==> src/rtl/sexpr_token_lexer_unit_macros.svh <==
// ----------------------------------------------------------------------------
// S-expression lexer assertion macros
// Shared concurrent assertion forms, clocked on clk and disabled in reset.
// ----------------------------------------------------------------------------
`ifndef SEXPR_TOKEN_LEXER_UNIT_MACROS_SVH
`define SEXPR_TOKEN_LEXER_UNIT_MACROS_SVH

// Check that a condition holds at every clock edge outside reset.
`define STL_CHECK(lbl, cond, msg) \
  lbl: assert property (@(posedge clk) disable iff (rst) (cond)) else $error(msg);

// Check that a trigger implies a consequence in the next cycle.
`define STL_NEXT(lbl, trig, cons, msg) \
  lbl: assert property (@(posedge clk) disable iff (rst) (trig) |=> (cons)) \
    else $error(msg);

`endif

==> src/rtl/stl_pkg.sv <==
`timescale 1ns / 1ps
// ----------------------------------------------------------------------------
// S-expression lexer package
// Character codes, lexer modes, result kinds and the per-byte result record.
// ----------------------------------------------------------------------------
package stl_pkg;

  localparam int unsigned LengthBitsDefault = 16;
  localparam int unsigned SymLenW           = 16;

  localparam logic [7:0] ChNul    = 8'h00;
  localparam logic [7:0] ChOpen   = 8'h28;
  localparam logic [7:0] ChClose  = 8'h29;
  localparam logic [7:0] ChQuote  = 8'h22;
  localparam logic [7:0] ChBslash = 8'h5C;
  localparam logic [7:0] ChSemi   = 8'h3B;
  localparam logic [7:0] ChSpace  = 8'h20;
  localparam logic [7:0] ChTab    = 8'h09;
  localparam logic [7:0] ChLf     = 8'h0A;
  localparam logic [7:0] ChVt     = 8'h0B;
  localparam logic [7:0] ChFf     = 8'h0C;
  localparam logic [7:0] ChCr     = 8'h0D;

  typedef enum logic [2:0] {
    MODE_IDLE   = 3'd0,
    MODE_IDENT  = 3'd1,
    MODE_STRING = 3'd2,
    MODE_ESCAPE = 3'd3,
    MODE_AFTER  = 3'd4,
    MODE_ERROR  = 3'd5
  } mode_t;

  typedef enum logic [2:0] {
    KIND_NONE  = 3'd0,
    KIND_OPEN  = 3'd1,
    KIND_CLOSE = 3'd2,
    KIND_END   = 3'd3,
    KIND_ERROR = 3'd4
  } kind_t;

  // One result, less the symbol length.
  typedef struct packed {
    kind_t      kind;
    logic       text_valid;
    logic [7:0] text_byte;
    logic       text_first;
    logic       symbol_done;
  } tok_t;

  function automatic logic is_space(input logic [7:0] c);
    return (c == ChSpace) || (c == ChTab) || (c == ChLf) || (c == ChVt) ||
           (c == ChFf) || (c == ChCr);
  endfunction

endpackage

==> src/rtl/stl_step.sv <==
`timescale 1ns / 1ps
// ----------------------------------------------------------------------------
// S-expression lexer step
// Classify one byte against the current mode; produce the result and the
// next mode and character count.
// ----------------------------------------------------------------------------
module stl_step import stl_pkg::*; #(
  parameter int unsigned CountW = 16
) (
  input  mode_t              mode,
  input  logic [CountW-1:0]  count,
  input  logic [7:0]         c,
  output tok_t               tok,
  output logic [CountW-1:0]  len,
  output mode_t              mode_next,
  output logic [CountW-1:0]  count_next
);

  logic [CountW-1:0] count_inc;
  logic              trailer;
  logic              ends_ok;

  // Saturate at all ones.
  assign count_inc = (&count) ? count : count + CountW'(1);
  assign ends_ok   = is_space(c) || (c == ChClose) || (c == ChNul);

  always_comb begin
    tok        = '{kind: KIND_NONE, text_valid: 1'b0, text_byte: 8'h00,
                   text_first: 1'b0, symbol_done: 1'b0};
    len        = '0;
    mode_next  = mode;
    count_next = count;
    trailer    = 1'b0;

    case (mode)
      MODE_IDENT: begin
        if ((c == ChBslash) || (c == ChOpen) || (c == ChQuote) || (c == ChSemi)) begin
          tok.kind  = KIND_ERROR;
          mode_next = MODE_ERROR;
        end else if (ends_ok) begin
          trailer = 1'b1;
        end else begin
          tok.text_valid = 1'b1;
          tok.text_byte  = c;
          count_next     = count_inc;
        end
      end
      MODE_STRING: begin
        if (c == ChNul) begin
          tok.kind  = KIND_ERROR;
          mode_next = MODE_IDLE;
        end else if (c == ChBslash) begin
          mode_next = MODE_ESCAPE;
        end else begin
          tok.text_valid = 1'b1;
          tok.text_byte  = c;
          count_next     = count_inc;
          if (c == ChQuote) mode_next = MODE_AFTER;
        end
      end
      MODE_ESCAPE: begin
        if (c == ChNul) begin
          tok.kind  = KIND_ERROR;
          mode_next = MODE_IDLE;
        end else begin
          tok.text_valid = 1'b1;
          tok.text_byte  = c;
          count_next     = count_inc;
          mode_next      = MODE_STRING;
        end
      end
      MODE_AFTER: begin
        if (ends_ok) begin
          trailer = 1'b1;
        end else begin
          tok.kind  = KIND_ERROR;
          mode_next = MODE_ERROR;
        end
      end
      MODE_ERROR: begin
        if (c == ChNul) begin
          tok.kind  = KIND_END;
          mode_next = MODE_IDLE;
        end else begin
          tok.kind = KIND_ERROR;
        end
      end
      default: begin
        mode_next = MODE_IDLE;
        if (c == ChNul) begin
          tok.kind = KIND_END;
        end else if (c == ChOpen) begin
          tok.kind = KIND_OPEN;
        end else if (c == ChClose) begin
          tok.kind = KIND_CLOSE;
        end else if (is_space(c)) begin
          tok.kind = KIND_NONE;
        end else if ((c == ChBslash) || (c == ChSemi)) begin
          tok.kind  = KIND_ERROR;
          mode_next = MODE_ERROR;
        end else begin
          tok.text_valid = 1'b1;
          tok.text_byte  = c;
          tok.text_first = 1'b1;
          count_next     = CountW'(1);
          mode_next      = (c == ChQuote) ? MODE_STRING : MODE_IDENT;
        end
      end
    endcase

    // A valid trailer closes the symbol and may carry a paren or end mark.
    if (trailer) begin
      tok.symbol_done = 1'b1;
      len             = count;
      if (c == ChClose) tok.kind = KIND_CLOSE;
      else if (c == ChNul) tok.kind = KIND_END;
      mode_next  = MODE_IDLE;
      count_next = '0;
    end
  end

endmodule

==> src/rtl/sexpr_token_lexer_unit.sv <==
`timescale 1ns / 1ps
// ----------------------------------------------------------------------------
// S-expression token lexer
// Byte-stream lexer: one result per input byte, with symbol text streaming.
// ----------------------------------------------------------------------------
// Feed the stream one byte per request on the in channel; every byte yields
// exactly one result on the out channel. The block sustains one byte per
// cycle while out_ready stays high. A byte taken is held in the input
// register and its result is then registered in the result register (one
// input register, one result register). The rate is set by the loop through
// the lexer mode and character count registers: each byte is classified and
// the mode advanced in one pass. A zero byte marks end of
// stream and returns the lexer to idle, clearing any sticky error. Symbol
// characters come out one per result with text_valid; the byte that ends a
// symbol properly raises symbol_done with the saturating length. The count
// saturates at 2^LENGTH_BITS - 1, capped at 65535.
module sexpr_token_lexer_unit import stl_pkg::*; #(
  parameter int unsigned LENGTH_BITS = LengthBitsDefault
) (
  input  logic         clk,
  input  logic         rst,
  input  logic         in_valid,
  output logic         in_ready,
  input  logic [7:0]   in_byte,
  output logic         out_valid,
  input  logic         out_ready,
  output logic [2:0]   kind,
  output logic         text_valid,
  output logic [7:0]   text_byte,
  output logic         text_first,
  output logic         symbol_done,
  output logic [15:0]  symbol_length
);

  localparam int unsigned CountW = (LENGTH_BITS < SymLenW) ? LENGTH_BITS : SymLenW;

  // Input register.
  logic              in_full;
  logic [7:0]        byte_q;

  // Lexer state.
  mode_t             mode;
  mode_t             mode_next;
  logic [CountW-1:0] count;
  logic [CountW-1:0] count_next;

  // Result register.
  tok_t              tok;
  tok_t              tok_next;
  logic [CountW-1:0] len;
  logic [CountW-1:0] len_next;

  logic              fire;

  // Process the held byte when the result register is free or draining.
  assign fire     = in_full && (!out_valid || out_ready);
  assign in_ready = !in_full || fire;

  stl_step #(
    .CountW (CountW)
  ) u_step (
    .mode       (mode),
    .count      (count),
    .c          (byte_q),
    .tok        (tok_next),
    .len        (len_next),
    .mode_next  (mode_next),
    .count_next (count_next)
  );

  always_ff @(posedge clk) begin
    if (rst) begin
      in_full   <= 1'b0;
      out_valid <= 1'b0;
      mode      <= MODE_IDLE;
      count     <= '0;
    end else begin
      // Hold a byte until its result can be registered.
      if (in_ready) in_full <= in_valid;
      if (fire) begin
        out_valid <= 1'b1;
        mode      <= mode_next;
        count     <= count_next;
      end else if (out_ready) begin
        out_valid <= 1'b0;
      end
    end
  end

  // Payload registers: no reset needed.
  always_ff @(posedge clk) begin
    if (in_ready && in_valid) byte_q <= in_byte;
    if (fire) begin
      tok <= tok_next;
      len <= len_next;
    end
  end

  assign kind          = tok.kind;
  assign text_valid    = tok.text_valid;
  assign text_byte     = tok.text_byte;
  assign text_first    = tok.text_first;
  assign symbol_done   = tok.symbol_done;
  assign symbol_length = SymLenW'(len);

  `include "sexpr_token_lexer_unit_macros.svh"

  // A first character is always a text character.
  `STL_CHECK(a_first_is_text, !out_valid || !text_first || text_valid, "text_first without text")
  // A symbol never ends on a byte that also carries text.
  `STL_CHECK(a_done_no_text, !out_valid || !(symbol_done && text_valid), "done with text")
  // Length shows only with symbol_done.
  `STL_CHECK(a_len_only_done, !out_valid || symbol_done || (symbol_length == '0), "stray len")
  // Lexer state moves only when a byte is processed.
  `STL_NEXT(a_state_hold, !fire, $stable(mode) && $stable(count), "state moved idle")
  // A finished symbol always leaves the lexer idle with a cleared count.
  `STL_NEXT(a_done_idle, fire && tok_next.symbol_done, (mode == MODE_IDLE) && (count == '0),
            "not idle after symbol")

endmodule

==> config.mk <==
export PLATFORM = sky130hd
export DESIGN_NAME = sexpr_token_lexer_unit
export DESIGN_NICKNAME = d
export VERILOG_FILES = /design/src/rtl/stl_pkg.sv /design/src/rtl/stl_step.sv /design/src/rtl/sexpr_token_lexer_unit.sv
export VERILOG_INCLUDE_DIRS = /design/src /design/src/rtl
export SDC_FILE = /design/constraint.sdc
export NUM_CORES = 1
export LEC_CHECK = 0
export BUFFER_PORTS_ARGS = -buffer_cell sky130_fd_sc_hd__buf_2
export CAP_MARGIN = 20
export CORE_ASPECT_RATIO = 1.5
export CORE_MARGIN = 3
export CORE_UTILIZATION = 45
export DETAILED_ROUTE_END_ITERATION = 12
export PLACE_DENSITY_LB_ADDON = 0.15
export SLEW_MARGIN = 20
export SYNTH_ARGS = -nofsm -noshare
export SYNTH_HDL_FRONTEND = slang
export SYNTH_HIERARCHICAL = 1
export SYNTH_SLANG_ARGS = --single-unit
==> constraint.sdc <==
create_clock -name clk -period 4.1 [get_ports clk]
set_input_delay 0.205 -clock clk [delete_from_list [all_inputs] [get_ports clk]]
set_output_delay 0.205 -clock clk [all_outputs]
set_load 0.02 [all_outputs]
==> results of run 1 <==
-- state kept, by name (all words and copies together) (netlist names) --
register       flops
out_valid          1
text_valid         1
kind               3
symbol_done        1
in_full            1
byte_q             8
mode               3
count             16
symbol_length     16
text_byte          8
text_first         1
-- routing by layer --
layer,wire length [um],global-route usage [%]
met1,3250,20.6
met2,4980,38.7
met3,299,4.98
met4,352,11.5
met5,0,0
-- layout make-up --
type,count,share of cell area (%)
clock buffers,12,5.71
clock inverters,4,1.03
inverters,5,0.453
multi-input cells,299,46.3
flip-flops and latches,59,37.7
well taps,102,3.08
repair buffers,46,5.74
-- cell families after synthesis --
logic type	after synthesis	synth area share (%)
xor+xnor	2	0.483
mux	19	5.24
flops	59	43.0
fa+ha+maj	3	1.03
simple gates	191	30.2
compound gates	84	15.8
buf+inv	26	4.24
-- power by group through the flow --
stage	registers [mW]	logic [mW]	clock network, mW
floorplan	0.701	0.118	0
detailed placement	0.689	0.176	0
global placement	0.688	0.176	0
finish	0.678	0.177	0.699
CTS	0.678	0.177	0.716
global route	0.680	0.191	0.747
-- worst max-delay path: cells and delay by family (launching register included) --
| family | cells | cell delay (ps) |
|---|---|---|
| AO/OA/AOI/OAI | 3 | 930 |
| AND/OR/NAND/NOR | 5 | 1490 |
| flip-flops | 1 | 550 |
| multiplexers | 1 | 60 |
-- path summary, 6_finish.rpt --
check	to	slack, ps	depth (start not counted)
worst max-delay path	count[10]$_SDFFE_PP0P_	940	9
worst min-delay path	byte_q[5]$_DFFE_PP_	50	1
worst max register to register	count[10]$_SDFFE_PP0P_	940	9
worst min register to register	out_valid$_SDFFE_PP0P_	520	2
-- metrics by stage --
stage | std cells | worst slack [ps]
after global placement | 511 | 1090
after floorplan | 384 | 1530
after global routing | 527 | 678
after detailed placement | 511 | 1020
final | 527 | 942
after CTS | 527 | 1010
-- synth_stat cells (all sizes together) (2+ instances only) --
master | n | area [sq um]
or4 | 5 | 37.5
or2 | 2 | 12.5
dfxtp | 21 | 420
nor3b | 2 | 15.0
a31oi | 7 | 50.1
nand2b | 42 | 263
o31ai | 6 | 45.0
nand2 | 19 | 71.3
a211oi | 4 | 30.0
buf | 9 | 90.1
o21a | 3 | 22.5
clkbuf | 12 | 45.0
mux2i | 19 | 190
and3 | 7 | 48.8
nand4 | 5 | 31.3
o41ai | 3 | 26.3
nor4 | 5 | 31.3
o22a | 4 | 35.0
o21ai | 21 | 105
and2 | 21 | 131
nor3 | 12 | 76.3
o22ai | 2 | 12.5
nand3 | 17 | 85.1
nor2 | 31 | 119
or3 | 4 | 25.0
nor2b | 14 | 103
ha | 3 | 37.5
a311oi | 3 | 26.3
o311ai | 2 | 17.5
edfxtp | 38 | 1140
inv | 5 | 18.8
a21oi | 19 | 114
-- placed cells by master, fill, tap and decap left out, types with 12 or more instances in the layout --
cell type / instances
a21oi_1: 16
and2_1: 21
buf_2: 43
dfxtp_1: 21
edfxtp_1: 38
mux2i_1: 19
nand2_1: 19
nand2b_1: 42
nand3_1: 17
nor2_1: 30
nor2b_1: 12
o21ai_0: 17
==> impl_metrics.yaml, run 1 <==
drt:
  vias: 3067
  post_drt_wl_per_cell_um: 16.9
  firstDrtPassIters: 5
  drtIter0Drc: 166
  drc_errors: 0
  wl_um: 8880
  postRouteAntennaNets: 0
  viasPerCell: 5.82
setup_path:
  cp-start-kind: "flop"
  critPathSlowestCell: "or4_1"
  crit_type: "reg2reg"
  worstPathRequired_ps: 4300
  arrival_ps: 3360
  r2r-start: "byte_q[5]$_DFFE_PP_"
  path_cells: "or3b_4 -> or4_1 -> and3_4 -> a21oi_4 -> nor2b_1 -> o311ai_0 -> o31ai_1 -> nand2b_1 -> mux2i_1"
  max_stage_delay_ps: 620
  worstSetupEndpointType: "flop"
  cp-startpoint: "byte_q[5]$_DFFE_PP_"
  crit_fanout: 24
pwr:
  switching_share_pct: 23.6
  power_mw: 1.55
  clkPwrFrac_pct: 45.0
  worst_ir_drop_vdd_v: 0.000235
  switchingPower_mw: 0.367
  p_per_area_nw_per_um2: 375
  seqPwrFrac_pct: 43.6
  intPower_mw: 1.19
  power_frac_comb_pct: 11.4
  leakage_nw: 1.44
sta:
  worstMarginPinSlew_ps: 978
  hold_viol: 0
  maxSlewHeadroom_pct: 33.9
  setup_viol: 0
  fin_tns_setup_ps: 0
  final.setup_skew_ps: 6.48
  rsz0062_at_grt: "no"
  holdWs_ps: 51.8
  timing.final.crit_period_ps: 3160
  period_share_pct: 77.0
  max_freq_ghz: 0.317
  finalMaxSlewViolations: 0
clock_network:
  htree_num_levels: 3
  hold_buffers: 0
  clkTransAtPathRegs_ps: 50
  cts_tree: "done"
  cts_max_path_buffers: 2
  cts-resized-gates: 0
  cts_root_buffer: "clkbuf_16"
  cts_setup_buffers: 0
  clock_sinks: 59
  cts_made_buffers: 9
  clk_latency_ps: 330
synth:
  dominantRegCellSynth: "edfxtp_1"
  avgSynthCellArea_sq_um: 9.45
  syn-num-nets: 399
  synth_cell_types: 62
  synthesis.area_sq_um: 3630
  synth_edf_count: 38
  yosysSeqAreaShare_pct: 43.0
  synthArstFlopShare_pct: 0
  syn-instance-count: 384
  synth.ff_latch_count: 59
  yosys_warnings: 6
floorplan:
  die-area_sq_um: 9200
  rows: 39
  core-area_sq_um: 7710
  pin_count: 44
  start_util_pct: 47.1
  fp.dieW_um: 79.3
  die_h_um: 116
global_routing:
  track_usage_pct: 20.7
  grt_pass1_vias: 2927
  antenna_found_initial: 0
  grt_first_pass_wirelength_um: 14400
  grt_overflow: 0
  grt_max_degree: 41
min_path:
  hold_path_startpoint: "in_byte[5]"
  hold_path_class: "in2reg"
layout:
  num-nets-final: 435
  n_fill_cell: 744
  drive_above_1_share_pct: 16.7
  multi_input_area_sq_um: 1910
  areaGrowthSynthToFinish_pct: 14.0
  diodes: 0
  final_area_sq_um: 4140
  utilization_pct: 53.7
  seq_area_sq_um: 1560
placement:
  place_area_sq_um: 3860
  dp_hpwl_um: 6630
  port_buffers: 43
  gp_congestion: 0.931
job:
  cap_violations: 0
outcome:
  status: "complete, no violations"
Power figures use the tool's default switching activity.
==> run 2, diff against run 1 <==
==> constraint.sdc (replaced) <==
create_clock -name clk -period 3.2 [get_ports clk]
set_input_delay 0.16 -clock clk [delete_from_list [all_inputs] [get_ports clk]]
set_output_delay 0.16 -clock clk [all_outputs]
set_load 0.02 [all_outputs]
==> run 2 against run 1 <==
  * Clock skew decreased by 3.5 ps
  * Sequential cell count stayed put
  * Final cell count rose by 3.8%
  * First-iteration DRC count down 9.0%
  * Combinational power rose by 40%
  * Maximum frequency increased by 9.9%
  * Sequential share of layout area down 1.6 points
  * Core utilization is 2.4 points higher
==> impl_metrics.yaml, run 2 (synthesis results as in run 1) <==
setup_path:
  crit_fanout: 13
  arrival_ps: 3080
  rr_worst_depth: 10
  r2r-start: "byte_q[1]$_DFFE_PP_"
  reg2reg_to: "count[10]$_SDFFE_PP0P_"
  cp-startpoint: "byte_q[1]$_DFFE_PP_"
  worstSetupEndpointType: "flop"
  crit_type: "reg2reg"
  cp-start-kind: "flop"
  worstPathRequired_ps: 3410
  rrSetupSlack_ps: 330
sta:
  final.setup_skew_ps: 3.02
  rsz0062_at_grt: "no"
  max_freq_ghz: 0.348
  timing.final.ws_setup_ps: 327
  hold_viol: 0
  worstMarginPinSlew_ps: 697
  maxSlewHeadroom_pct: 53.5
  setup_viol: 0
  period_share_pct: 89.8
  finalMaxSlewViolations: 0
  timing.final.crit_period_ps: 2870
  holdWs_ps: 18.7
  fin_tns_setup_ps: 0
global_routing:
  grt_max_degree: 41
  grt_first_pass_wirelength_um: 14700
  antenna_found_initial: 0
  grt_pass1_vias: 3063
  track_usage_pct: 21.3
  grt_overflow: 0
floorplan:
  rows: 39
  die_h_um: 116
  pin_count: 44
  start_util_pct: 47.1
  core-area_sq_um: 7710
  fp.dieW_um: 79.3
  die-area_sq_um: 9200
clock_network:
  clk_latency_ps: 330
  cts_max_path_buffers: 2
  hold_buffers: 7
  clock_sinks: 59
  cts-resized-gates: 0
  htree_num_levels: 3
  cts_made_buffers: 9
  cts_setup_buffers: 0
  cts_tree: "done"
  cts_root_buffer: "clkbuf_16"
  clkTransAtPathRegs_ps: 50
layout:
  utilization_pct: 56.1
  diodes: 0
  layout_common_cells: "43 x buf_2, 42 x nand2b_1, 38 x edfxtp_1, 30 x nor2_1"
  finalNonFillerCells: 547
  mostFrequentLayoutCell: "buf_2"
  drive_above_1_share_pct: 20.2
  areaGrowthSynthToFinish_pct: 19.1
  num-nets-final: 456
drt:
  drtIter0Drc: 151
  postRouteAntennaNets: 0
  drc_errors: 0
  wl_um: 9210
  post_drt_wl_per_cell_um: 16.8
  vias: 3138
  viasPerCell: 5.74
  firstDrtPassIters: 4
placement:
  dp_cells: 525
  gp_congestion: 1.00
  port_buffers: 43
  dp_hpwl_um: 6830
  place_ws_ps: 267
pwr:
  p_per_area_nw_per_um2: 457
  leakage_nw: 1.54
  worst_ir_drop_vdd_v: 0.000315
min_path:
  min_to: "byte_q[4]$_DFFE_PP_"
  hold_path_depth: 1
  hold_path_class: "in2reg"
  hold_path_startpoint: "in_byte[4]"
outcome:
  status: "complete, no violations"
job:
  cap_violations: 0
[run 2: cell count changes in the layout (fill, tap and decap cells not counted)]
cell	delta
buf_4	+13
dlygate4sd3_1	+7
clkbuf_1	-3
clkinv_1	-2
clkinv_2	+2
clkinvlp_4	+2
buf_12	+1
bufinv_16	-1
clkbuf_8	+1
nor4b_1	-1
nor4b_2	+1
[run 2: worst max-delay path by stage]
| stage | end | slack, ps | cells after the start |
|---|---|---|---|
| after CTS | count[3]$_SDFFE_PP0P_ | 250 | 10 |
| after floorplan | count[12]$_SDFFE_PP0P_ | 630 | 12 |
| after detailed placement | count[3]$_SDFFE_PP0P_ | 270 | 10 |
| after global placement | count[5]$_SDFFE_PP0P_ | 320 | 11 |
| final | count[10]$_SDFFE_PP0P_ | 330 | 10 |
| after global routing | count[10]$_SDFFE_PP0P_ | 130 | 10 |
[run 2: layout make-up]
| class | instances | area (sq um) |
|---|---|---|
| fill | 722 | 3390 |
| timing repair buffer | 67 | 425 |
| inverter | 5 | 18.8 |
| sequential | 59 | 1560 |
| tap | 102 | 128 |
| clock inverter | 5 | 30.0 |
| clock buffer | 10 | 239 |
| multi-input combinational | 299 | 1920 |
[run 2: report_power, final]
group	switching, mW	leakage [nW]	internal (mW)
Sequential	0.0202	0.525	0.845
Combinational	0.151	0.883	0.0958
Clock	0.328	0.130	0.534
Total	0.499	1.54	1.48
[run 2: stage by stage]
stage	power, mW	cell area [sq um]
floorplan	1.05	3630
global placement	1.12	3980
detailed placement	1.12	3980
CTS	1.99	4320
global route	2.05	4320
finish	1.97	4320
[run 2: worst max-delay path, stage by stage, from the launching register on]
cell	delay [ps]
edfxtp_1	450
buf_4	200
or4b_1	580
or2_2	360
and3_4	180
a21oi_4	320
nor2b_1	80
o311ai_0	320
o31ai_1	130
nand2b_1	90
mux2i_1	60
[run 2: layer usage]
metal	vias to the layer above	wire, um	track usage, %
met5	-	0	0
met4	0	452	13.9
met3	28	336	5.44
met1	1492	3340	19.1
li1	1534	-	-
met2	84	5080	41.0
